==> src/hdl/assert_macros.svh <==
// Assertion macros shared by the RTL of the tour length block.
// Depends on nothing; define SYNTH to compile the checks out.
`ifndef ASSERT_MACROS_SVH
`define ASSERT_MACROS_SVH
`ifndef SYNTH
// Same-cycle implication, disabled while reset is asserted.
`define ASSERT_IMPLIES(label, clk, rst_n, a, b) \
	label: assert property (@(posedge clk) disable iff (!rst_n) (a) |-> (b)) \
		else $error("assertion failed");
// Next-cycle implication, disabled while reset is asserted.
`define ASSERT_NEXT(label, clk, rst_n, a, b) \
	label: assert property (@(posedge clk) disable iff (!rst_n) (a) |=> (b)) \
		else $error("assertion failed");
`else
`define ASSERT_IMPLIES(label, clk, rst_n, a, b)
`define ASSERT_NEXT(label, clk, rst_n, a, b)
`endif
`endif

==> src/hdl/nnt_cand_list.sv <==
// Candidate list memory holding the cities not yet visited.
// Depends on nothing.
module nnt_cand_list #(
	parameter int MAX_CITIES = 64,
	parameter int IDX_W = 6
) (
	input  logic             clk,
	input  logic             we,
	input  logic [IDX_W-1:0] waddr,
	input  logic [IDX_W-1:0] wdata,
	input  logic [IDX_W-1:0] raddr,
	output logic [IDX_W-1:0] rdata
);
	logic [IDX_W-1:0] mem [MAX_CITIES];

	always_ff @(posedge clk) begin
		if (we) begin
			mem[waddr] <= wdata;
		end
		rdata <= mem[raddr];
	end
endmodule

==> config.mk <==
export PLATFORM = sky130hd
export DESIGN_NAME = nnt_cand_list
export DESIGN_NICKNAME = d
export VERILOG_FILES = /design/src/hdl/assert_macros.svh /design/src/hdl/nnt_cand_list.sv
export SDC_FILE = /design/constraint.sdc
export NUM_CORES = 1
export LEC_CHECK = 0
export BUFFER_PORTS_ARGS = -buffer_cell sky130_fd_sc_hd__clkbuf_2
export CELL_PAD_IN_SITES_DETAIL_PLACEMENT = 1
export CELL_PAD_IN_SITES_GLOBAL_PLACEMENT = 1
export CORE_MARGIN = 2
export CORE_UTILIZATION = 50
export DETAILED_ROUTE_END_ITERATION = 7
export PLACE_DENSITY_LB_ADDON = 0.15
export SYNTH_ARGS = -nofsm -noshare
export SYNTH_HDL_FRONTEND = slang
export SYNTH_SLANG_ARGS = --single-unit
==> constraint.sdc <==
create_clock -name clk -period 1.6 [get_ports clk]
set_input_delay 0.16 -clock clk [delete_from_list [all_inputs] [get_ports clk]]
set_output_delay 0.16 -clock clk [all_outputs]
set_load 0.05 [all_outputs]
After elaboration in Yosys (flattened, before gate mapping)
Memories as Yosys holds them, arrays and structs flattened. A register that Yosys moved wholly into a read port is not among the register bits.
Cells that the tools add are included.
- flip-flop bits (word level): 0
- bits in writable memories: 384
- input port bits: 20
- output and inout bits: 6
- word-level logic and storage cells: 3
- memories kept: 1
- memory list (name ; depth ; width ; read ports ; clocked after Yosys merged registers in ; write ports ; line ; source):
    mem ; 64 ; 6 ; 1 ; 1 ; 1 ; nnt_cand_list.sv:14 ; logic [IDX_W-1:0] mem [MAX_CITIES];
- mux-type cells: 2
- operators by type and width (kind ; number):
    $mux 1 ; 2

Longest topological paths before layout
Gate-level depths: netlist of the first run.
- depth in word-level cells: 2
- mapped depth: 7
- mapped depth without buffers: 5

Worst setup path before layout of the first run
OpenSTA, ideal clock, no wires.
- path type: in2reg
- start point: in raddr[0]
- end point: reg rdata[0], read port of mem
- arrival: 1588 ps
- required time: 1483 ps
- slack: -106 ps
- stages on the path: 7
- cells stage by stage: buf_6 > buf_6 > buf_4 > mux4_2 > o22ai_1 > o21ai_1 > a32o_1
- RTL lines (what ; line ; source):
    start, declared ; nnt_cand_list.sv:11 ; input logic [IDX_W-1:0] raddr,
    end, declared ; nnt_cand_list.sv:12 ; output logic [IDX_W-1:0] rdata

==> results of run 1 <==
-- layer usage --
| layer | vias to the layer above | GRT usage, % | wire length [um] |
|---|---|---|---|
| met5 | - | 0 | 13 |
| li1 | 3353 | - | - |
| met2 | 249 | 39.7 | 18300 |
| met4 | 2 | 7.01 | 882 |
| met1 | 4140 | 34.7 | 15900 |
| met3 | 71 | 4.90 | 2190 |
-- state kept, by name, summed over array words and instances (netlist names) --
register,cells
rdata,6
mem,384
-- critical path, stage by stage, from the launching register on --
cell      delay (ps)
edfxtp_1         410
mux4_2           480
nor2b_4          140
a211oi_2         190
a21oi_1           80
a32o_1           250
-- where the power goes --
part           switching (mW)  internal [mW]  leakage (nW)
registers              0.0382           11.3          3.51
clock network            3.72           5.64         0.637
logic                   0.810          0.551          1.90
total                    4.57           17.5          6.04
-- kinds of logic after synthesis --
kind of cell | count (synthesis)
multiplexers | 117
flip-flops | 390
buffers and inverters | 39
AO/OA/AOI/OAI | 54
AND/OR/NAND/NOR | 120
-- synthesized netlist by cell type --
master / instances / area (um2)
nor2b_1: 8 / 50.1
nand3_1: 11 / 55.1
o221ai_1: 9 / 78.8
a21oi_1: 6 / 30.0
o21ai_1: 6 / 30.0
dfxtp_1: 6 / 120
nor3_1: 5 / 25.0
mux2_2: 9 / 101
and2_0: 1 / 6.26
buf_6: 5 / 56.3
nor2_1: 67 / 251
a221oi_1: 3 / 26.3
mux4_1: 6 / 158
nand2b_1: 5 / 31.3
nand3b_1: 4 / 30.0
o22ai_1: 12 / 75.1
buf_12: 2 / 40.0
a32o_1: 3 / 30.0
a211oi_1: 6 / 45.0
mux2i_1: 15 / 150
or3_1: 2 / 12.5
mux4_2: 87 / 1960
clkbuf_1: 16 / 60.1
nor3b_1: 1 / 7.51
nand4b_1: 1 / 8.76
a22oi_1: 2 / 15.0
buf_2: 13 / 65.1
o22a_1: 6 / 52.6
buf_4: 2 / 15.0
buf_8: 1 / 15.0
nand4_1: 2 / 12.5
or3b_2: 2 / 17.5
nand2_1: 8 / 30.0
edfxtp_1: 384 / 11500
and3b_1: 1 / 8.76
a22oi_2: 1 / 12.5
or2_2: 2 / 12.5
-- metrics by stage --
| step | hold WS, ps | setup TNS [ps] | cell area, um2 | util (%) | instances |
|---|---|---|---|---|---|
| floorplan | 259 | -3110 | 15300 | - | 720 |
| global placement | 684 | -2350 | 16800 | 56.4 | 1241 |
| detailed placement | 679 | -2660 | 16800 | 56.4 | 1241 |
| CTS | 164 | -197 | 18300 | 61.3 | 1311 |
| global route | 199 | -554 | 18300 | 61.5 | 1311 |
| finish | 194 | -229 | 18300 | 61.5 | 1311 |
-- worst min path at each step --
stage	end	slack [ps]
3_5_place_dp	rdata[2]	680
2_1_floorplan	mem[0][0]$_DFFE_PP_	260
5_1_grt	rdata[4]$_DFF_P_	200
3_3_place_gp	rdata[2]	680
4_1_cts	rdata[4]$_DFF_P_	160
6_report	rdata[4]$_DFF_P_	190
-- cell type report --
cell class                 count  area [um2]
sequential                   390       11700
fill                        2517       11500
multi-input combinational    291        3510
timing repair buffer         170        1350
clock buffer                  46        1040
tap                          390         488
clock inverter                24         274
-- timing repair --
| action | CTS | global route |
|---|---|---|
| pin swaps | 12 | 4 |
| gates resized for setup | 30 | 12 |
| setup endpoints to repair | 6 | 6 |
==> summary.txt, run 1 <==
Detailed routing
  – DR pass1 iterations: 5
  – Vias per cell: between 5 and 6
  – DR WL/cell: ~28 um
  – First DRT Iteration DRCs: 640
  – DRC Markers: 0
  – Via count: 7,815
  – Antenna-violating nets left: 0
  – Detailed Route WL: about 37 mm

Worst hold path
  – Hold crit path type: in -> reg
  – Hold path depth: 2
  – Min-delay src: raddr[5]

CTS
  – CTS buffer count: 40
  – Clock root cell: clkbuf_16
  – Clock latency on the worst-skew pair: 530 ps
  – Setup bufs post-CTS: 0
  – Reg clk slew, reported paths: 60 ps
  – Maximum buffer depth of the clock tree: 3
  – H-Tree Depth: 2
  – CTS Hold Bufs: 0
  – Clk sink count: 390
  – CTS tree: done

Global route
  – Vias in the first global route: 8,618
  – Tot GR Track Use: around a quarter
  – First-pass GRT wire length: between 50 and 60 mm
  – Largest net degree at the start of global routing: between 60 and 70
  – Initial antenna violation count: 1
  – GRT overflow: 0

Synth
  – Sequential area share after synthesis: 76.5%
  – Synth Area in Adders: 0%
  – #FFs+latches synth: 390
  – Ys Warns: 0
  – Cell area after synthesis: 15,200 um2
  – Syn_nets: 740
  – Synth Area in XOR/XNOR: 0%
  – Syn avg cell area: 21.1 um2
  – Netlist cell types: 37
  – Post-synthesis mux area share: 15.6%
  – Post-synthesis compound-gate area fraction: 2.60%
  – Synth Area in Simple Gates: 3.67%
  – Synth Instances: 720
  – Largest family of logic cells by synthesized area: multiplexers

Finish
  – Most frequent cells in the layout: 384 x edfxtp_1, 135 x buf_4, 92 x mux4_2, 67 x nor2_1, 41 x clkbuf_16
  – Commonest non-fill, non-tap cell in the layout: edfxtp_1
  – Layout cells sized above 1: 39.3%
  – Nets: 913
  – # diodes: 0
  – Area grow syn2layout: 20.3%

Outcome
  – Status: finished, violations left
  – Failing checks: setup timing

Die
  – I/O pin count: 26
  – Die Ht: 179 um
  – Effective utilization at floorplan: about 51%
  – Die area: 31,900 um2
  – Chip width: 179 um
  – Cell row count: 63
  – Core Box Area: 29,800 um2

Timing
  – Post-route minimum period: around 1700 ps
  – Worst setup margin: -60.1 ps
  – Max transition margin: 50.2%
  – Period utilization: 104%
  – Final setup fails: 5
  – Final Skew: 19.3 ps
  – Worst Tran Pin Value: 747 ps
  – Endpoints failing hold: 0
  – Unrepaired setup endpoints after global routing: yes
  – Slew Viols, Final: 0
  – Achievable Freq: 602 MHz

Placed design
  – Hpwl dp: 23.7 mm
  – Port-buffer cells: 25
  – Dpl ws: -495 ps
  – Final Wtd Congestion: 0.783

Power
  – Lkg Pwr: 6.04 nW
  – Pwr Density: 1200 nW/um2
  – Peak VDD IR: a little under 900 uV
  – Final Power: 22.1 mW

Setup path
  – Crit path kind: reg -> reg
  – Worst Path Required: 2020 ps
  – Critical Path Sink: rdata[0]$_DFF_P_
  – R2r endpoint: rdata[0]$_DFF_P_
  – R2r setup slk: -60 ps
  – Worst reg2reg path depth: 5
  – CP Max Fanout: 1
  – CP Launch Point: mem[43][0]$_DFFE_PP_
  – Crit start category: flop
  – R2r startpoint: mem[43][0]$_DFFE_PP_
  – WP data arrival: 2080 ps
  – Critical Path Sink Type: flop

Flow run
  – Max_cap viols: 0
No activity file was read; power rests on OpenSTA's default activity.
==> run 2, diff against run 1 <==
- CORE_UTILIZATION: 50 -> 60
- clock period: 1.6 -> 2 ns (I/O delays scaled with it)
==> summary.txt, run 2 (synthesis gave the netlist of run 1 again) <==
Global route
  – Vias in the first global route: about 8,700
  – Tot GR Track Use: 31.3%
  – First-pass GRT wire length: 58.6 mm
  – GRT overflow: 0
  – Initial antenna violation count: 2
  – Largest net degree at the start of global routing: 65

Detailed routing
  – DR WL/cell: 32.4 um
  – First DRT Iteration DRCs: 870
  – Vias per cell: roughly 6.6
  – DR pass1 iterations: 7
  – Antenna-violating nets left: 0
  – Via count: 8,083
  – Detailed Route WL: 39.6 mm
  – DRC Markers: 0

Setup path
  – CP Max Fanout: 1
  – Critical Path Sink Type: flop
  – Critical path cell sequence: mux4_1 > nor2b_1 > a211oi_2 > a21oi_1 > a32o_1
  – Delay-heaviest family, CP: compound AO/OA/AOI/OAI gates
  – Worst path bufs/invs: 0
  – Slowest cell on crit path: mux4_1
  – CP Launch Point: mem[41][2]$_DFFE_PP_
  – R2r endpoint: rdata[2]$_DFF_P_
  – WP depth: 5
  – Worst reg2reg path depth: 5
  – Crit start category: flop
  – Critical Path Sink: rdata[2]$_DFF_P_
  – Worst Path Required: between 2000 and 2500 ps
  – R2r setup slk: approximately 89 ps
  – Crit path kind: reg -> reg
  – CP max stage delay: between 500 and 600 ps
  – R2r startpoint: mem[41][2]$_DFFE_PP_
  – WP data arrival: 2320 ps

Die
  – Effective utilization at floorplan: about three fifths
  – I/O pin count: 26
  – Core Box Area: 25,000 um2
  – Cell row count: 58
  – Die area: roughly 27,000 um2
  – Chip width: 163 um
  – Die Ht: 163 um

Finish
  – Commonest non-fill, non-tap cell in the layout: edfxtp_1
  – Post-route cell area: 17,800 um2
  – Nets: 880
  – Layout fillers: ~2,000
  – Register Area: 11,700 um2
  – Layout cells sized above 1: 32.7%
  – Multi-input logic area: 3330 um2
  – Largest registers: mem x384, rdata x6
  – Most frequent cells in the layout: 384 x edfxtp_1, 105 x buf_4, 87 x mux4_2, 67 x nor2_1, 41 x clkbuf_16
  – Most flop-heavy register: mem
  – Number of flip-flops in the largest register: 384
  – Final Util: a little under three quarters
  – Finished Layout Cells: 1,221
  – Area grow syn2layout: 16.7%

CTS
  – CTS buffer count: 40
  – Reg clk slew, reported paths: 60 ps
  – Clock latency on the worst-skew pair: ~520 ps
  – H-Tree Depth: 2
  – Maximum buffer depth of the clock tree: 3
  – Clock root cell: clkbuf_16
  – CTS tree: done
  – Clk sink count: 390

Outcome
  – Status: finished clean

Timing
  – Hold Worst Slack: around 170 ps
  – Post-route minimum period: 1910 ps
  – Final setup fails: 0
  – Period utilization: 95.6%
  – Max transition margin: 52.2%
  – Unrepaired setup endpoints after global routing: no
  – Achievable Freq: 523 MHz
  – Final Skew: around 18 ps
  – Worst Tran Pin Value: between 700 and 800 ps
  – Slew Viols, Final: 0
  – Endpoints failing hold: 0

Worst hold path
  – Min-delay src: wdata[3]
  – Hold crit path type: in -> reg

Placed design
  – Final Wtd Congestion: 0.833
  – Placement Cell Area: 16,500 um2
  – DP Cell Count: around 1,100
  – Port-buffer cells: 25
  – Hpwl dp: 25.2 mm

Power
  – Lkg Pwr: 5.83 nW
  – Peak VDD IR: 958 uV
  – Pwr Density: 986 nW/um2

Flow run
  – Max_cap viols: 0
## run 2: cell count changes in the layout (fill, tap and decap cells not counted), sizes merged
cell,previous run,this run
diode,0,1
inv,2,0
buf,147,114
bufinv,6,5
clkinvlp,2,0
clkbuf,69,78
clkinv,14,12
## run 2: layout make-up
| cell class | count | area share, % |
|---|---|---|
| well taps | 330 | 2.32 |
| repair buffers | 137 | 6.05 |
| multi-input cells | 291 | 18.7 |
| clock inverters | 17 | 1.16 |
| flip-flops and latches | 390 | 65.6 |
| clock buffers | 55 | 6.13 |
| diodes | 1 | 0.0141 |
## run 2: per-layer routing
metal	wire length, um	global-route usage [%]	up-vias
met5	12	0	-
met4	1570	11.2	2
met1	14700	43.1	4214
met3	3250	5.59	120
met2	20000	51.3	453
li1	-	-	3294
## run 2: worst register-to-register path, stage by stage, from the launching register on
cell and delay (ps):
edfxtp_1 390, mux4_1 520, nor2b_1 160, a211oi_2 300
a21oi_1 160, a32o_1 290
## run 2: repair_timing
item,in CTS,in global routing
setup endpoints to repair,0,1
buffers inserted,0,0
hold buffers,0,0
gates resized for setup,0,1
## run 2: metrics by stage
stage / total power, mW / TNS (ps) / setup slack [ps]
detailed placement: 10.2 / -436 / -128
CTS: 17.6 / 0 / 19.7
floorplan: 9.78 / 0 / 254
global placement: 10.2 / -209 / -152
global route: 17.9 / 0 / 29.5
finish: 17.5 / 0 / 89.0
## run 2: where the power goes
part | leakage [nW] | switching, mW | total, mW | internal [mW]
Sequential | 3.51 | 0.0344 | 9.08 | 9.05
Clock | 0.629 | 2.99 | 7.43 | 4.45
Combinational | 1.70 | 0.625 | 1.00 | 0.378
## run 2: worst min path at each step
stage	endpoint	cells after the start
global route	mem[7][3]$_DFFE_PP_	2
floorplan	mem[0][0]$_DFFE_PP_	0
global placement	rdata[4]$_DFF_P_	2
CTS	mem[6][3]$_DFFE_PP_	2
finish	mem[6][3]$_DFFE_PP_	2
detailed placement	rdata[4]$_DFF_P_	2
