--- config.mk ---
export PLATFORM = sky130hd
export DESIGN_NAME = nnt_ctrl
export DESIGN_NICKNAME = d
export VERILOG_FILES = /design/src/hdl/assert_macros.svh /design/src/hdl/nnt_pkg.sv /design/src/hdl/nnt_ctrl.sv
export SDC_FILE = /design/constraint.sdc
export NUM_CORES = 1
export LEC_CHECK = 0
export BUFFER_PORTS_ARGS = -buffer_cell sky130_fd_sc_hd__buf_2
export CAP_MARGIN = 20
export CELL_PAD_IN_SITES_DETAIL_PLACEMENT = 0
export CELL_PAD_IN_SITES_GLOBAL_PLACEMENT = 1
export CORE_MARGIN = 5
export CORE_UTILIZATION = 25
export DETAILED_ROUTE_END_ITERATION = 16
export PLACE_DENSITY = 0.49
export SETUP_SLACK_MARGIN = 0.15
export SLEW_MARGIN = 20
export SYNTH_ARGS = -nofsm -noshare
export SYNTH_HDL_FRONTEND = slang
export SYNTH_SLANG_ARGS = --single-unit
--- constraint.sdc ---
create_clock -name clk -period 4.7 [get_ports clk]
set_clock_uncertainty 0.15 [all_clocks]
set_input_delay 0.705 -clock clk [delete_from_list [all_inputs] [get_ports clk]]
set_output_delay 0.705 -clock clk [all_outputs]
set_load 0.02 [all_outputs]
--- src/hdl/assert_macros.svh ---
// Assertion macros shared by the RTL of the tour length block.
// Depends on nothing; define SYNTH to compile the checks out.
`ifndef ASSERT_MACROS_SVH
`define ASSERT_MACROS_SVH
`ifndef SYNTH
// Same-cycle implication, disabled while reset is asserted.
`define ASSERT_IMPLIES(label, clk, rst_n, a, b) \
	label: assert property (@(posedge clk) disable iff (!rst_n) (a) |-> (b)) \
		else $error("assertion failed");
// Next-cycle implication, disabled while reset is asserted.
`define ASSERT_NEXT(label, clk, rst_n, a, b) \
	label: assert property (@(posedge clk) disable iff (!rst_n) (a) |=> (b)) \
		else $error("assertion failed");
`else
`define ASSERT_IMPLIES(label, clk, rst_n, a, b)
`define ASSERT_NEXT(label, clk, rst_n, a, b)
`endif
`endif

--- src/hdl/nnt_pkg.sv ---
// Package for the nearest neighbour tour length block: field widths, codes,
// sequencer states and the accumulator control group. Depends on nothing.
package nnt_pkg;
	localparam int NUM_W = 7;
	localparam int CITY_W = 6;
	localparam int EDGE_W = 32;
	localparam int LEN_W = 48;

	localparam logic [LEN_W-1:0] LEN_MAX = '1;
	localparam logic [NUM_W-1:0] NUM_CITIES_RESET = 7'd64;

	localparam logic OP_WRITE = 1'b0;
	localparam logic OP_RUN = 1'b1;

	typedef enum logic [2:0] {
		ST_IDLE,
		ST_INIT,
		ST_SCAN,
		ST_DRAIN,
		ST_UPDATE,
		ST_CLOSE,
		ST_CLOSE_ADD,
		ST_FINISH
	} nnt_state_t;

	typedef struct packed {
		logic clear;
		logic add;
		logic publish;
	} acc_ctl_t;
endpackage

--- src/hdl/nnt_ctrl.sv ---
// Sequencer for one tour run: candidate setup sweep, minimum scan through the
// shared cost read port and compare unit, list update and closing edge.
// Depends on nnt_pkg.
module nnt_ctrl #(
	parameter int MAX_CITIES = 64,
	parameter int IDX_W = 6,
	parameter int COST_W = 32,
	parameter int ADDR_W = 12
) (
	input  logic                      clk,
	input  logic                      arst_n,
	input  logic                      in_valid,
	input  logic                      op,
	input  logic [nnt_pkg::NUM_W-1:0] num_cities,
	input  logic                      out_busy,
	input  logic [IDX_W-1:0]          cand_rdata,
	input  logic [COST_W-1:0]         cost_rdata,
	output logic                      in_stall,
	output logic                      cand_we,
	output logic [IDX_W-1:0]          cand_waddr,
	output logic [IDX_W-1:0]          cand_wdata,
	output logic [IDX_W-1:0]          cand_raddr,
	output logic [ADDR_W-1:0]         cost_raddr,
	output nnt_pkg::acc_ctl_t         acc_ctl,
	output logic [COST_W-1:0]         add_val
);
	import nnt_pkg::*;

	localparam logic [IDX_W-1:0] ONE = IDX_W'(1);

	nnt_state_t       state_q, state_next;
	logic             start;
	logic [31:0]      num_ext;
	logic [IDX_W-1:0] last_new;
	logic [IDX_W-1:0] last_idx_q;
	logic [IDX_W-1:0] rem_q;
	logic [IDX_W-1:0] init_idx_q;
	logic [IDX_W-1:0] scan_idx_q;
	logic [IDX_W-1:0] prev_q;
	logic [IDX_W-1:0] city_sel;

	logic             valid_s1, first_s1, last_s1;
	logic [IDX_W-1:0] idx_s1;
	logic             valid_s2, first_s2, last_s2;
	logic [IDX_W-1:0] idx_s2;
	logic [IDX_W-1:0] city_s2;

	logic [COST_W-1:0] best_q;
	logic [IDX_W-1:0]  best_loc_q;
	logic [IDX_W-1:0]  best_city_q;
	logic [IDX_W-1:0]  last_city_q;

	assign in_stall = (state_q != ST_IDLE);
	assign start = in_valid && !in_stall && (op == OP_RUN);

	// Highest city index of the run; zero cities act as one.
	always_comb begin
		num_ext = 32'(num_cities);
		if (num_ext == 32'd0) begin
			last_new = '0;
		end else if (num_ext > 32'(MAX_CITIES)) begin
			last_new = IDX_W'(MAX_CITIES - 1);
		end else begin
			last_new = IDX_W'(num_ext - 32'd1);
		end
	end

	assign cand_raddr = scan_idx_q;
	assign city_sel = (state_q == ST_CLOSE) ? '0 : cand_rdata;
	assign cost_raddr = ADDR_W'(32'(prev_q) * 32'(MAX_CITIES) + 32'(city_sel));
	assign add_val = (state_q == ST_UPDATE) ? best_q : cost_rdata;

	always_ff @(posedge clk or negedge arst_n) begin
		if (!arst_n) begin
			state_q <= ST_IDLE;
		end else begin
			state_q <= state_next;
		end
	end

	always_comb begin
		state_next = state_q;
		cand_we = 1'b0;
		cand_waddr = best_loc_q;
		cand_wdata = last_city_q;
		acc_ctl = '0;
		unique case (state_q)
			ST_IDLE: begin
				if (start) begin
					acc_ctl.clear = 1'b1;
					state_next = (last_new == '0) ? ST_CLOSE : ST_INIT;
				end
			end
			ST_INIT: begin
				// City 0 starts the tour, so its slot takes the last city.
				cand_we = 1'b1;
				cand_waddr = init_idx_q;
				cand_wdata = (init_idx_q == '0) ? last_idx_q : init_idx_q;
				if (init_idx_q == last_idx_q - ONE) begin
					state_next = ST_SCAN;
				end
			end
			ST_SCAN: begin
				if (scan_idx_q == rem_q - ONE) begin
					state_next = ST_DRAIN;
				end
			end
			ST_DRAIN: begin
				if (valid_s2 && last_s2) begin
					state_next = ST_UPDATE;
				end
			end
			ST_UPDATE: begin
				// The chosen slot is refilled with the last remaining candidate.
				cand_we = 1'b1;
				acc_ctl.add = 1'b1;
				state_next = (rem_q == ONE) ? ST_CLOSE : ST_SCAN;
			end
			ST_CLOSE: begin
				state_next = ST_CLOSE_ADD;
			end
			ST_CLOSE_ADD: begin
				acc_ctl.add = 1'b1;
				state_next = ST_FINISH;
			end
			ST_FINISH: begin
				if (!out_busy) begin
					acc_ctl.publish = 1'b1;
					state_next = ST_IDLE;
				end
			end
		endcase
	end

	always_ff @(posedge clk or negedge arst_n) begin
		if (!arst_n) begin
			last_idx_q <= '0;
			rem_q <= '0;
			init_idx_q <= '0;
			scan_idx_q <= '0;
			prev_q <= '0;
			valid_s1 <= 1'b0;
			valid_s2 <= 1'b0;
		end else begin
			valid_s1 <= (state_q == ST_SCAN);
			valid_s2 <= valid_s1;
			if (start) begin
				last_idx_q <= last_new;
				rem_q <= last_new;
				init_idx_q <= '0;
				scan_idx_q <= '0;
				prev_q <= '0;
			end
			if (state_q == ST_INIT) begin
				init_idx_q <= init_idx_q + ONE;
			end
			if (state_q == ST_SCAN) begin
				scan_idx_q <= scan_idx_q + ONE;
			end
			if (state_q == ST_UPDATE) begin
				rem_q <= rem_q - ONE;
				prev_q <= best_city_q;
				scan_idx_q <= '0;
			end
		end
	end

	// Scan pipeline: list read, then cost read, then the compare.
	always_ff @(posedge clk) begin
		first_s1 <= (scan_idx_q == '0);
		last_s1 <= (scan_idx_q == rem_q - ONE);
		idx_s1 <= scan_idx_q;
		first_s2 <= first_s1;
		last_s2 <= last_s1;
		idx_s2 <= idx_s1;
		city_s2 <= cand_rdata;
		// Strict compare keeps the earliest list position on a tie.
		if (valid_s2 && (first_s2 || (cost_rdata < best_q))) begin
			best_q <= cost_rdata;
			best_loc_q <= idx_s2;
			best_city_q <= city_s2;
		end
		if (valid_s2 && last_s2) begin
			last_city_q <= city_s2;
		end
	end
endmodule

# Yosys cells after proc, flatten, opt, wreduce, memory -nomap -nowiden
# Cells that the tools add are included.
[classes]
n_addsub = 6
order_cmp = 2
n_eq_ne = 15
n_mux = 28
n_reduce_logical = 18
[ops]
columns = ["op", "n"]
rows = [
  ["$mux W6", 13],
  ["$lt A32 B32 Y1", 1],
  ["$mux W32", 1],
  ["$pmux W3 S8", 1],
  ["$mux W3", 7],
  ["$logic_not A6 Y1", 3],
  ["$sub A6 B1 Y6 const B", 3],
  ["$add A12 B6 Y12", 1],
  ["$add A6 B1 Y6 const B", 2],
  ["$eq A3 B3 Y1 const B", 4],
  ["$eq A6 B6 Y1", 2],
  ["$ne A2 B2 Y1 const B", 5],
  ["$gt A7 B7 Y1 const B", 1],
  ["$logic_not A7 Y1", 1],
  ["$eq A3 B2 Y1 const B", 2],
  ["$eq A6 B1 Y1 const B", 1],
  ["$mux W1", 6],
  ["$reduce_bool A3 Y1", 2],
  ["$reduce_and A5 Y1", 1],
  ["$logic_and A1 B1 Y1", 4],
  ["$reduce_bool A2 Y1", 2],
  ["$reduce_or A2 Y1", 2],
  ["$eq A3 B1 Y1 const B", 1],
  ["$logic_not A3 Y1", 1],
  ["2 further kinds", 2],
]
[word_totals]
regBits = 107
in_bits = 50
out_inout_bits = 67
wordCells = 88

# Depth between registers and ports, before layout
[depth]
depth_word = 7
depth_mapped = 8
depth_no_buf = 8

# Least setup slack after synthesis
# Ideal clock, no wire load.
[synth_timing]
path_type = "input -> register"
startpoint = "input port cost_rdata[29]"
endpoint = "register best_city_q[0] (enable)"
t_arrival_ns = 2.839
required_time_ns = 4.146
slack_ns = 1.307
path_stages = 7
cell_sequence = "ha_1 > a21o_1 > a21o_1 > a21oi_1 > o211ai_1 > o31ai_1 > o21a_1"
[synth_via]
elab_chain_len = 3
[synth_lines]
columns = ["item", "line", "source"]
rows = [
  ["start: declaration", "nnt_ctrl.sv:17", "input logic [COST_W-1:0] cost_rdata,"],
  ["$lt A32 B32 Y1", "nnt_ctrl.sv:178", "if (valid_s2 && (first_s2 || (cost_rdata < best_q))) begin"],
  ["$logic_or A1 B1 Y1", "nnt_ctrl.sv:178", ""],
  ["$logic_and A1 B1 Y1", "nnt_ctrl.sv:178", ""],
  ["end signal: assignment", "nnt_ctrl.sv:181", "best_city_q <= city_s2;"],
  ["end: declaration", "nnt_ctrl.sv:50", "logic [IDX_W-1:0] best_city_q;"],
]
# Every way passes these cells.
# A chain may end at the register's enable or synchronous reset.

# Worst setup path after layout
[layout_timing]
startpoint = "register state_q[0]"
endpoint = "output port add_val[23]"
[layout_via]
elab_chain_len = 2
[layout_lines]
columns = ["item", "line", "source"]
rows = [
  ["start: declaration", "nnt_ctrl.sv:31", "nnt_state_t state_q, state_next;"],
  ["start signal: assignment", "nnt_ctrl.sv:77", "state_q <= state_next;"],
  ["$eq A3 B3 Y1", "nnt_ctrl.sv:71", "assign add_val = (state_q == ST_UPDATE) ? best_q : cost_rdata;"],
  ["$mux W32", "nnt_ctrl.sv:71", ""],
  ["end: declaration", "nnt_ctrl.sv:25", "output logic [COST_W-1:0] add_val"],
]
# Every way passes these cells.

==> impl_metrics.json <==
{
  "post-route-period-util_pct": 74.2,
  "h-tree-depth": 3,
  "period_minus_slack_ns": 3.49,
  "gp_congestion": 0.749,
  "core_sq_um": 21800,
  "port_buffers": 116,
  "start_util_pct": 25.3,
  "max_cap_viol_count": 0,
  "drcViolationCount": 0,
  "reg2reg_slack_ns": 1.72,
  "worst-path-buf-inv": 2,
  "drive_gt1_share_pct": 23.6,
  "ys_seq_area_share_pct": 51.2,
  "netlist_top_cells_count": "95 x nand2_1, 56 x o21ai_0, 50 x edfxtp_1, 43 x inv_1, 40 x ha_1",
  "dieHeight_microns": 158,
  "grt_use_total_pct": 11.3,
  "grt_max_degree": 48,
  "clk_path_buf_depth": 2,
  "timing.fmax_mhz": 287,
  "critical_path.slowest_cell": "dfrtp_1",
  "synth-async-reset-ratio_pct": 32.7,
  "setup_viol": 0,
  "worst-path-max-fanout": 47,
  "cts_num_sinks": 107,
  "utilization_pct": 30.4,
  "arrival_ns": 2.63,
  "wl_per_cell_microns": 15.1,
  "critical-path-top-delay-family": "simple AND/OR/NAND/NOR gates",
  "power.density_nw_per_um2": 593,
  "synth.largest_area_cell": "edfxtp_1",
  "syn2layout_area_growth_pct": 20.3,
  "slew-limit-headroom_pct": 42.5,
  "syn_area_sq_um": 5500,
  "path_clk_slew_ns": 0.07,
  "finalSetupTns_ns": 0,
  "max_stage_delay_ns": 0.53,
  "ys.flop_type": "edfxtp_1",
  "crit_required_ns": 3.85,
  "syn-mean-instance-area_sq_um": 9.99,
  "synth_warnings": 0,
  "synth-seq-cells": 107,
  "slew_violations": 0,
  "cts_inserted_buffers": 9,
  "syn_inst": 551,
  "syn_nets": 641,
  "startpoint_type": "flip-flop",
  "status": "complete, no violations",
  "antenna_found_initial": 0,
  "die_x_microns": 158,
  "drt-initial-drc-count": 181,
  "synth_cell_type_count": 59,
  "post_cts_buffers": 0,
  "io_pins": 117,
  "clock_latency_ns": 0.35,
  "tightest_slew_ns": 0.862,
  "synth_edf_count": 50,
  "antenna_cells": 0,
  "finalNetCount": 747,
  "grt_pass1_vias": 4114,
  "cts_root_buffer": "clkbuf_16",
  "detail-route-antenna-nets": 0,
  "ir_drop_uv": 158,
  "post_cts_resized": 0,
  "synthTopCellsByArea": "edfxtp_1 27%, dfrtp_1 16%, ha_1 9.1%",
  "fill_cells": 2290,
  "yosys.area.top_type_share_pct": 27.3,
  "grt.overflow.total": 0,
  "grt_pass1_wl_mm": 22.2,
  "path_class": "reg -> out",
  "finalHoldViolations": 0,
  "dp_hpwl_mm": 10.9,
  "hold_path.class": "reg -> reg",
  "hold_buffers": 0,
  "dieArea_sq_um": 25100,
  "rsz0062_at_grt": "false",
  "cts_tree": "yes",
  "drt-total-wl_mm": 14.2,
  "endpoint_kind": "output pin",
  "p_leak_nw": 3.09,
  "firstDrtPassIters": 4,
  "via_per_inst": 4.42,
  "yosys.cell_count.top_type": "nand2_1",
  "rows": 54,
  "dr_total_vias": 4168,
  "crit_path_cell_trace": "nor2_1 -> nand2_2 -> buf_4 -> o21ai_0 -> buf_2"
}
-- per-layer routing --
metal	vias up	part of all wire, %	global-route usage, %
met5	-	0	0
met4	0	1.9	4.39
met3	16	4.4	1.98
met2	83	46	17.7
met1	1935	48	15.7
li1	2134	-	-
-- worst register-to-register path, cell delays in order, from the launching register on --
cell and delay (ns):
edfxtp_1 0.37, inv_1 0.09, ha_1 0.24, a21o_1 0.16, a21o_1 0.17, a21oi_1 0.16
o211ai_1 0.11, o31ai_1 0.30, o21a_2 0.44, buf_4 0.45
-- stage by stage --
stage                     total power [mW]  setup slack [ns]  area [sq um]  std cells  hold slack [ns]
after floorplan                       2.75              1.31          5500        551            0.160
final                                 3.93              1.21          6620        942            0.179
after CTS                             4.01              1.18          6620        942            0.180
after global routing                  4.27             0.975          6620        942            0.184
after global placement                3.24              1.23          6350        926            0.163
after detailed placement              3.27              1.23          6350        926            0.162
-- power by group --
group | switching (mW) | internal (mW) | leakage, nW
Sequential | 0.280 | 1.34 | 1.09
Combinational | 0.987 | 0.596 | 1.86
Clock | 0.343 | 0.377 | 0.141
Total | 1.61 | 2.32 | 3.09
-- logic make-up (layout without fill, tap and decap cells) --
logic type	count (synthesis)	count (layout)	synth area share [%]
adder cells (fa/ha/maj)	40	40	9.09
XOR/XNOR	20	20	3.18
flip-flops	107	107	51.2
multiplexers	4	4	0.818
AO/OA/AOI/OAI	132	132	14.5
AND/OR/NAND/NOR	180	180	16.1
buffers and inverters	68	179	5.11
-- final cells by class --
class	instances	area [sq um]	area share [%]
clock buffer	11	243	3.67
clock inverter	5	33.8	0.510
inverter	45	174	2.63
multi-input combinational	376	2410	36.4
sequential	107	2820	42.5
tap	280	350	5.29
timing repair buffer	118	596	8.99
-- layout by cell type (no fill, tap or decap), types with 2 or more instances in the layout --
cell type and count:
or3_1 3, clkbuf_16 9, and2_1 9, xnor2_1 9
nor3_2 2, o211ai_1 3, and3_1 2, clkinv_2 2
o21ai_0 56, nand3_1 19, nand2b_1 4, buf_4 2
a31oi_1 3, buf_2 116, nand3b_1 4, nor2b_1 3
nor3_1 4, a21oi_1 25, dfrtp_1 35, dfxtp_1 22
nand2_1 94, xor2_1 11, mux2i_1 3, a21oi_2 4
o21ai_1 9, edfxtp_1 50, ha_1 40, inv_6 3
nor2_1 15, inv_1 43, nand2_2 2, o31ai_1 3
a21o_1 17, nand4_1 8
-- path summary, 6_finish.rpt --
check | depth (start not counted) | endpoint | from
setup reg to reg | 9 | best_q[24] | best_q[25]
hold / removal | 0 | idx_s2[3] | idx_s1[3]
setup / recovery | 5 | add_val[23] | state_q[0]
min in group asynchronous | 1 | rem_q[0] | arst_n
hold reg to reg | 0 | idx_s2[3] | idx_s1[3]
max in group asynchronous | 1 | prev_q[2] | arst_n
-- flip-flops by register name, summed over array words and instances, names as in the netlist --
signal,cells
best_city_q,6
best_loc_q,6
best_q,32
cand_raddr,6
city_s2,6
first_s1,1
first_s2,1
idx_s1,6
idx_s2,6
init_idx_q,6
last_city_q,6
last_idx_q,6
last_s1,1
last_s2,1
prev_q,6
rem_q,6
state_q,3
valid_s1,1
valid_s2,1
No activity file was read; power rests on OpenSTA's default activity.
