==> src/hdl/assert_macros.svh <==
// Assertion macros shared by the RTL of the tour length block.
// Depends on nothing; define SYNTH to compile the checks out.
`ifndef ASSERT_MACROS_SVH
`define ASSERT_MACROS_SVH
`ifndef SYNTH
// Same-cycle implication, disabled while reset is asserted.
`define ASSERT_IMPLIES(label, clk, rst_n, a, b) \
	label: assert property (@(posedge clk) disable iff (!rst_n) (a) |-> (b)) \
		else $error("assertion failed");
// Next-cycle implication, disabled while reset is asserted.
`define ASSERT_NEXT(label, clk, rst_n, a, b) \
	label: assert property (@(posedge clk) disable iff (!rst_n) (a) |=> (b)) \
		else $error("assertion failed");
`else
`define ASSERT_IMPLIES(label, clk, rst_n, a, b)
`define ASSERT_NEXT(label, clk, rst_n, a, b)
`endif
`endif

==> src/hdl/nnt_pkg.sv <==
// Package for the nearest neighbour tour length block: field widths, codes,
// sequencer states and the accumulator control group. Depends on nothing.
package nnt_pkg;
	localparam int NUM_W = 7;
	localparam int CITY_W = 6;
	localparam int EDGE_W = 32;
	localparam int LEN_W = 48;

	localparam logic [LEN_W-1:0] LEN_MAX = '1;
	localparam logic [NUM_W-1:0] NUM_CITIES_RESET = 7'd64;

	localparam logic OP_WRITE = 1'b0;
	localparam logic OP_RUN = 1'b1;

	typedef enum logic [2:0] {
		ST_IDLE,
		ST_INIT,
		ST_SCAN,
		ST_DRAIN,
		ST_UPDATE,
		ST_CLOSE,
		ST_CLOSE_ADD,
		ST_FINISH
	} nnt_state_t;

	typedef struct packed {
		logic clear;
		logic add;
		logic publish;
	} acc_ctl_t;
endpackage

==> src/hdl/nnt_len_acc.sv <==
// Saturating tour length accumulator and the result output register.
// Depends on nnt_pkg.
module nnt_len_acc #(
	parameter int COST_W = 32
) (
	input  logic                      clk,
	input  logic                      arst_n,
	input  nnt_pkg::acc_ctl_t         ctl,
	input  logic [COST_W-1:0]         add_val,
	input  logic                      out_stall,
	output logic                      out_valid,
	output logic [nnt_pkg::LEN_W-1:0] tour_length,
	output logic                      saturated,
	output logic                      out_busy
);
	import nnt_pkg::*;

	logic [LEN_W-1:0] sum_q;
	logic             sat_q;
	logic [LEN_W:0]   sum_wide;
	logic             at_max;
	logic             sat_hit;

	assign sum_wide = {1'b0, sum_q} + (LEN_W + 1)'(add_val);
	assign at_max = sum_wide >= {1'b0, LEN_MAX};
	// Landing exactly on the maximum with a zero cost does not count as a hit.
	assign sat_hit = at_max && ((sum_wide > {1'b0, LEN_MAX}) || (add_val != '0));
	assign out_busy = out_valid && out_stall;

	always_ff @(posedge clk or negedge arst_n) begin
		if (!arst_n) begin
			sum_q <= '0;
			sat_q <= 1'b0;
			out_valid <= 1'b0;
		end else begin
			if (ctl.clear) begin
				sum_q <= '0;
				sat_q <= 1'b0;
			end else if (ctl.add) begin
				sum_q <= at_max ? LEN_MAX : sum_wide[LEN_W-1:0];
				sat_q <= sat_q || sat_hit;
			end
			if (ctl.publish) begin
				out_valid <= 1'b1;
			end else if (!out_stall) begin
				out_valid <= 1'b0;
			end
		end
	end

	always_ff @(posedge clk) begin
		if (ctl.publish) begin
			tour_length <= sum_q;
			saturated <= sat_q;
		end
	end
endmodule

==> config.mk <==
export PLATFORM = sky130hd
export DESIGN_NAME = nnt_len_acc
export DESIGN_NICKNAME = d
export VERILOG_FILES = /design/src/hdl/assert_macros.svh /design/src/hdl/nnt_pkg.sv /design/src/hdl/nnt_len_acc.sv
export SDC_FILE = /design/constraint.sdc
export NUM_CORES = 1
export LEC_CHECK = 0
export BUFFER_PORTS_ARGS = -buffer_cell sky130_fd_sc_hd__buf_2
export CORE_AREA = 4 4 140 156
export CTS_BUF_LIST = sky130_fd_sc_hd__clkbuf_16
export DETAILED_ROUTE_END_ITERATION = 16
export DIE_AREA = 0 0 144 160
export GPL_TIMING_DRIVEN = 0
export PLACE_DENSITY = 0.53
export SYNTH_ARGS = -nofsm -noshare
export SYNTH_HDL_FRONTEND = slang
export SYNTH_SLANG_ARGS = --single-unit
==> constraint.sdc <==
create_clock -name clk -period 9.2 [get_ports clk]
set_input_delay 1.84 -clock clk [delete_from_list [all_inputs] [get_ports clk]]
set_output_delay 1.84 -clock clk [all_outputs]
set_load 0.05 [all_outputs]
* Yosys cells after proc, flatten, opt, wreduce, memory -nomap -nowiden *
Index checks and enable logic that the tools add are counted.

word-level totals
  bits in registers = 99
  input port bits = 38
  output and inout port bits = 51
  logic and storage cells = 22

cells by class
  add/sub/neg operators = 1
  order comparisons = 2
  eq/ne operators = 1
  muxes and demuxes = 7
  reductions and logical operators = 6

operators by type and width
  operator              count
  $mux 48               3
  $add 48x32->49        1
  $ge 49x48->1 const B  1
  $gt 49x48->1 const B  1
  $reduce_bool 32->1    1
  $mux 1                4
  $logic_and 1x1->1     2
  $logic_or 1x1->1      2
  $ne 2x2->1 const B    1
  $reduce_bool 2->1     1

* Depth between registers and ports, before layout *
  depth in word-level cells = 7
  depth in mapped cells = 13
  depth with buffers taken out = 12

* Worst setup path after synthesis *
Ideal clock, no wire load.

  path kind = in2reg
  start point = input port add_val[0]
  end point = register sum_q[43]
  library setup time = 88 ps
  arrival = 4774 ps
  required time = 9112 ps
  slack = 4338 ps
  stages = 13
  path buffers = 1
  path through = ha_1 > fa_1 > a211oi_2 > o21ai_2 > a211oi_2 > a211oi_1 > o21ai_0 > or3b_1 > nor4_1 > and4_1 > a31oi_2 > buf_6 > a211oi_2

on the way
  word-level cells in the longest chain between the ends = 5

ends and longest elaborated chain
  what                  line               source
  from (decl)           nnt_len_acc.sv:9   input logic [COST_W-1:0] add_val,
  $add 48x32->49 *      nnt_len_acc.sv:24  assign sum_wide = {1'b0, sum_q} + (LEN_W + 1)'(add_val);
  $ge 49x48->1          nnt_len_acc.sv:25  assign at_max = sum_wide >= {1'b0, LEN_MAX};
  $mux 48 *             nnt_len_acc.sv:40  sum_q <= at_max ? LEN_MAX : sum_wide[LEN_W-1:0];
  $mux 48 *             nnt_len_acc.sv:39  end else if (ctl.add) begin
  $mux 48 *             nnt_len_acc.sv:36  if (ctl.clear) begin
  to (signal assigned)  nnt_len_acc.sv:40
  to (decl)             nnt_len_acc.sv:18  logic [LEN_W-1:0] sum_q;

Every way passes the cells marked *; elsewhere a longest branch is shown, timed or not. The select of a mux whose other input is x is not followed.
A chain may end at the register's enable or synchronous reset.

* Final worst setup path *
  start point = input port add_val[0]
  end point = register sum_q[11]

The elaborated chain is that of the path after synthesis.

==> metrics.txt <==
# TYPE chip_impl_metric gauge
chip_impl_metric{name="timing.max_slew.rel_slack",unit="%"} 20.8
chip_impl_metric{name="postSynth.asyncResetShare",unit="%"} 50.5
chip_impl_metric{name="fin_ws",unit="ns"} 3.51
chip_impl_info{name="reg2reg_from",value="sum_q[0]"} 1
chip_impl_metric{name="switchingPower",unit="mW"} 0.548
chip_impl_metric{name="postSynthNetCount",unit=""} 815
chip_impl_metric{name="synth_seq_cells",unit=""} 99
chip_impl_metric{name="timing_worst_slew_pin_value",unit="ns"} 1.19
chip_impl_metric{name="port-buffer-count",unit=""} 86
chip_impl_info{name="crit_slowest_cell",value="sky130_fd_sc_hd__o311ai_0"} 1
chip_impl_metric{name="nNetsFinal",unit=""} 912
chip_impl_metric{name="routed_via_density",unit=""} 5.92
chip_impl_metric{name="yosys.area_share.adder",unit="%"} 6.03
chip_impl_metric{name="core.rowCount",unit=""} 55
chip_impl_metric{name="floorplan.die.height",unit="um"} 160
chip_impl_metric{name="critPathMaxFanout",unit=""} 10
chip_impl_info{name="rr_endpoint",value="sum_q[11]"} 1
chip_impl_info{name="cpMostUsedCell",value="sky130_fd_sc_hd__a211oi_2"} 1
chip_impl_info{name="synth_top_family_by_area",value="compound AO/OA/AOI/OAI gates"} 1
chip_impl_metric{name="path_depth",unit=""} 14
chip_impl_info{name="yosys_most_used_dff",value="sky130_fd_sc_hd__dfrtp_1"} 1
chip_impl_metric{name="core_area",unit="um^2"} 20300
chip_impl_metric{name="fin_worst_skew",unit="ns"} 0.00964
chip_impl_metric{name="dp_worst_setup_slack",unit="ns"} 3.28
chip_impl_metric{name="cts_resized",unit=""} 0
chip_impl_metric{name="critPathBufInv",unit=""} 2
chip_impl_metric{name="total_of_max_cap_violations",unit=""} 0
chip_impl_metric{name="cts_made_buffers",unit=""} 9
chip_impl_metric{name="post_route_cell_area",unit="um^2"} 8050
chip_impl_metric{name="design.portCount",unit=""} 89
chip_impl_metric{name="gp_routability_congestion",unit=""} 0.943
chip_impl_metric{name="achievable-frequency",unit="MHz"} 176
chip_impl_metric{name="insertion_delay",unit="ns"} 0.37
chip_impl_info{name="root_buffer",value="sky130_fd_sc_hd__clkbuf_16"} 1
chip_impl_metric{name="timing.critical_path.slowest_cell_delay",unit="ns"} 0.90
chip_impl_metric{name="grt_pass1_vias",unit=""} 6095
chip_impl_metric{name="first_pass_iters",unit=""} 5
chip_impl_metric{name="dieWidth",unit="um"} 144
chip_impl_metric{name="internal_power",unit="mW"} 0.885
chip_impl_metric{name="synth_compound_area_share",unit="%"} 25.4
chip_impl_metric{name="grt_max_degree",unit=""} 51
chip_impl_info{name="crit_end",value="sum_q[11]"} 1
chip_impl_info{name="path_cells",value="buf_2 -> ha_1 -> fa_1 -> a211oi_2 -> o21ai_2 -> a211oi_2 -> a21oi_2 -> o311ai_0 -> nand2b_1 -> nor4_1 -> and4_1 -> a31oi_2 -> buf_4 -> a31oi_1"} 1
chip_impl_metric{name="detailedRoute.firstIterationViolations",unit=""} 648
chip_impl_metric{name="drt-wirelength-per-cell",unit="um"} 22.5
chip_impl_metric{name="antennaDiodeCount",unit=""} 0
chip_impl_metric{name="yosys.area_share.xor_xnor",unit="%"} 3.64
chip_impl_metric{name="worst-endpoint-arrival",unit="ns"} 5.89
chip_impl_metric{name="hold_buffers",unit=""} 0
chip_impl_metric{name="required",unit="ns"} 9.40
chip_impl_info{name="critical_path.top_delay_family",value="compound AO/OA/AOI/OAI gates"} 1
chip_impl_metric{name="dp.final_hpwl",unit="mm"} 19.3
chip_impl_metric{name="placed_cell_area",unit="um^2"} 7720
chip_impl_info{name="hold_path_class",value="reg -> reg"} 1
chip_impl_metric{name="initial_utilization",unit="%"} 34.3
chip_impl_metric{name="overflow",unit=""} 0
chip_impl_info{name="cts_tree",value="done"} 1
chip_impl_metric{name="p_seq_share",unit="%"} 36.7
chip_impl_metric{name="rr_worst_depth",unit=""} 13
chip_impl_metric{name="seq_area_frac_synth",unit="%"} 39.0
chip_impl_metric{name="synthSimpleGateAreaFrac",unit="%"} 21.6
chip_impl_metric{name="finalSetupViolCount",unit=""} 0
chip_impl_metric{name="area_growth",unit="%"} 15.5
chip_impl_metric{name="peakVddDrop",unit="V"} 0.0000868
chip_impl_metric{name="finalHoldViolCount",unit=""} 0
chip_impl_info{name="critical_path_start",value="add_val[0]"} 1
chip_impl_metric{name="syn_area_per_cell",unit="um^2"} 9.37
chip_impl_metric{name="min_period_over_period",unit="%"} 61.8
chip_impl_info{name="critPathLaunchType",value="input port"} 1
chip_impl_metric{name="clkTransAtPathRegs",unit="ns"} 0.07
chip_impl_info{name="unrepaired_setup_endpoints_after_global_routing",value="false"} 1
chip_impl_metric{name="share_of_layout_cells_above_drive_strength_1",unit="%"} 19.5
chip_impl_metric{name="post_synthesis_instance_total",unit=""} 744
chip_impl_metric{name="fin_tns_setup",unit="ns"} 0
chip_impl_metric{name="remaining_drc_errors",unit=""} 0
chip_impl_info{name="crit_type",value="in -> reg"} 1
chip_impl_metric{name="synth.area.mux_share",unit="%"} 1.02
chip_impl_metric{name="power.share.switching",unit="%"} 38.3
chip_impl_metric{name="power.clock.fraction",unit="%"} 30.0
chip_impl_metric{name="finalWirelength",unit="mm"} 24.8
chip_impl_metric{name="cts_setup_buffers",unit=""} 0
chip_impl_info{name="cp-end-kind",value="flip-flop"} 1
chip_impl_metric{name="reg2reg_setup_slack",unit="ns"} 4.71
chip_impl_metric{name="grt_use_total",unit="%"} 21.3
chip_impl_metric{name="grt_first_pass_wirelength",unit="mm"} 37.3
chip_impl_metric{name="power.share.combinational",unit="%"} 33.3
chip_impl_metric{name="design.die.area",unit="um^2"} 23000
chip_impl_metric{name="htreeDepth",unit=""} 3
chip_impl_metric{name="power_leakage",unit="nW"} 3.25
chip_impl_metric{name="period_minus_slack",unit="ns"} 5.69
chip_impl_metric{name="slew_violations",unit=""} 0
chip_impl_metric{name="synth.distinct_cells",unit=""} 79
chip_impl_info{name="outcome",value="finished clean"} 1
chip_impl_metric{name="max-clock-path-buffers",unit=""} 2
chip_impl_metric{name="p_per_area",unit="nW/um^2"} 178
chip_impl_metric{name="antenna_left",unit=""} 0
chip_impl_metric{name="num_vias",unit=""} 6521
chip_impl_metric{name="synth_enable_flop_cells",unit=""} 49
chip_impl_metric{name="cts_num_sinks",unit=""} 99
chip_impl_metric{name="synthesis.area",unit="um^2"} 6970
chip_impl_metric{name="antenna_found_initial",unit=""} 1
chip_impl_metric{name="synth.yosys.warnings",unit=""} 0
placed cells by master (no fill, tap or decap), types with 21 or more instances in the layout:
cell type	n
sky130_fd_sc_hd__a21oi_1	47
sky130_fd_sc_hd__a31oi_1	27
sky130_fd_sc_hd__buf_2	103
sky130_fd_sc_hd__dfrtp_1	50
sky130_fd_sc_hd__edfxtp_1	49
sky130_fd_sc_hd__ha_1	32
sky130_fd_sc_hd__nand2_1	65
sky130_fd_sc_hd__nand3_1	24
sky130_fd_sc_hd__nand4_1	21
sky130_fd_sc_hd__nor2_1	67
sky130_fd_sc_hd__nor4_1	21
sky130_fd_sc_hd__o21ai_0	30
final cells by class:
type | count | area, um^2
Fill cell | 2091 | 12200
Multi-Input combinational cell | 594 | 4020
Sequential cell | 99 | 2720
Timing Repair Buffer | 86 | 433
Tap cell | 256 | 320
Clock buffer | 9 | 225
Buffer | 41 | 191
Clock inverter | 7 | 100
Inverter | 10 | 37.5
state kept, by name, indices dropped and copies added, names as in the netlist:
register and cells:
out_valid 1, sat_q 1, saturated 1, tour_length 48, sum_q 48
Yosys cell counts, types with 3 or more instances:
master	n	area share, %
sky130_fd_sc_hd__nand3b_1	4	0.43
sky130_fd_sc_hd__nand4b_1	4	0.50
sky130_fd_sc_hd__nor2b_1	11	0.99
sky130_fd_sc_hd__nor2_1	67	3.6
sky130_fd_sc_hd__nor4_1	21	1.9
sky130_fd_sc_hd__xor2_1	12	1.5
sky130_fd_sc_hd__a211oi_1	7	0.75
sky130_fd_sc_hd__and2_1	7	0.63
sky130_fd_sc_hd__ha_1	32	5.7
sky130_fd_sc_hd__inv_1	10	0.54
sky130_fd_sc_hd__clkbuf_1	19	1.0
sky130_fd_sc_hd__nand2_1	65	3.5
sky130_fd_sc_hd__a21o_1	10	1.1
sky130_fd_sc_hd__o22ai_1	3	0.27
sky130_fd_sc_hd__a21boi_0	3	0.32
sky130_fd_sc_hd__and4_1	7	0.88
sky130_fd_sc_hd__dfrtp_1	50	18
sky130_fd_sc_hd__xnor2_1	17	2.1
sky130_fd_sc_hd__or4_1	3	0.32
sky130_fd_sc_hd__o21ai_1	8	0.57
sky130_fd_sc_hd__nand2b_1	6	0.54
sky130_fd_sc_hd__nor3_1	12	0.86
sky130_fd_sc_hd__nand3_1	24	1.7
sky130_fd_sc_hd__o21ai_0	30	2.2
sky130_fd_sc_hd__o21bai_1	17	1.8
sky130_fd_sc_hd__and3_1	11	0.99
sky130_fd_sc_hd__nand4_1	21	1.9
sky130_fd_sc_hd__edfxtp_1	49	21
sky130_fd_sc_hd__buf_2	18	1.3
sky130_fd_sc_hd__a31oi_1	27	2.4
sky130_fd_sc_hd__or2_2	5	0.45
sky130_fd_sc_hd__a311oi_1	12	1.5
sky130_fd_sc_hd__mux2i_1	6	0.86
sky130_fd_sc_hd__a21oi_1	47	3.4
sky130_fd_sc_hd__o211ai_1	10	1.1
sky130_fd_sc_hd__a211oi_2	19	3.4
sky130_fd_sc_hd__a211o_1	7	0.88
sky130_fd_sc_hd__o21a_1	11	1.2
per-stage QoR:
step | hold slack, ns | utilization, % | total power, mW | std cells
2_1_floorplan | 0.420 | - | 0.854 | 744
3_3_place_gp | 0.427 | 38.0 | 1.00 | 1086
3_5_place_dp | 0.435 | 38.0 | 1.00 | 1086
4_1_cts | 0.453 | 39.6 | 1.43 | 1102
5_1_grt | 0.479 | 39.7 | 1.49 | 1102
6_report | 0.451 | 39.7 | 1.43 | 1102
logic make-up (layout without fill, tap and decap cells):
kind of cell / Yosys count / count (layout)
simple gates: 284 / 284
compound gates: 241 / 241
buf+inv: 51 / 153
flops: 99 / 99
fa+ha+maj: 33 / 33
xor+xnor: 29 / 29
mux: 7 / 7
metal layers:
| layer | part of all wire (%) | global-route usage, % | wire length, um | vias up |
|---|---|---|---|---|
| met4 | 2.6 | 6.59 | 637 | 0 |
| met2 | 46 | 33.8 | 11400 | 244 |
| met1 | 45 | 30.3 | 11200 | 3163 |
| li1 | - | - | - | 3073 |
| met3 | 6.4 | 2.70 | 1600 | 41 |
| met5 | 0 | 0 | 0 | - |
worst min path at each step:
| stage | start | end | slack (ns) | cells past startpoint |
|---|---|---|---|---|
| floorplan | sum_q[33] | tour_length[33] | 0.42 | 0 |
| global placement | sum_q[33] | tour_length[33] | 0.43 | 0 |
| detailed placement | sum_q[39] | tour_length[39] | 0.43 | 0 |
| CTS | sum_q[39] | tour_length[39] | 0.45 | 0 |
| global route | sum_q[39] | tour_length[39] | 0.48 | 0 |
| finish | sum_q[39] | tour_length[39] | 0.45 | 0 |
power groups by stage:
| stage | Sequential [mW] | Clock (mW) | Combinational (mW) |
|---|---|---|---|
| after global routing | 0.530 | 0.452 | 0.514 |
| after global placement | 0.534 | 0 | 0.467 |
| after CTS | 0.525 | 0.435 | 0.469 |
| final | 0.526 | 0.431 | 0.477 |
| after detailed placement | 0.534 | 0 | 0.467 |
| after floorplan | 0.582 | 0 | 0.273 |
Power figures use the tool's default switching activity.
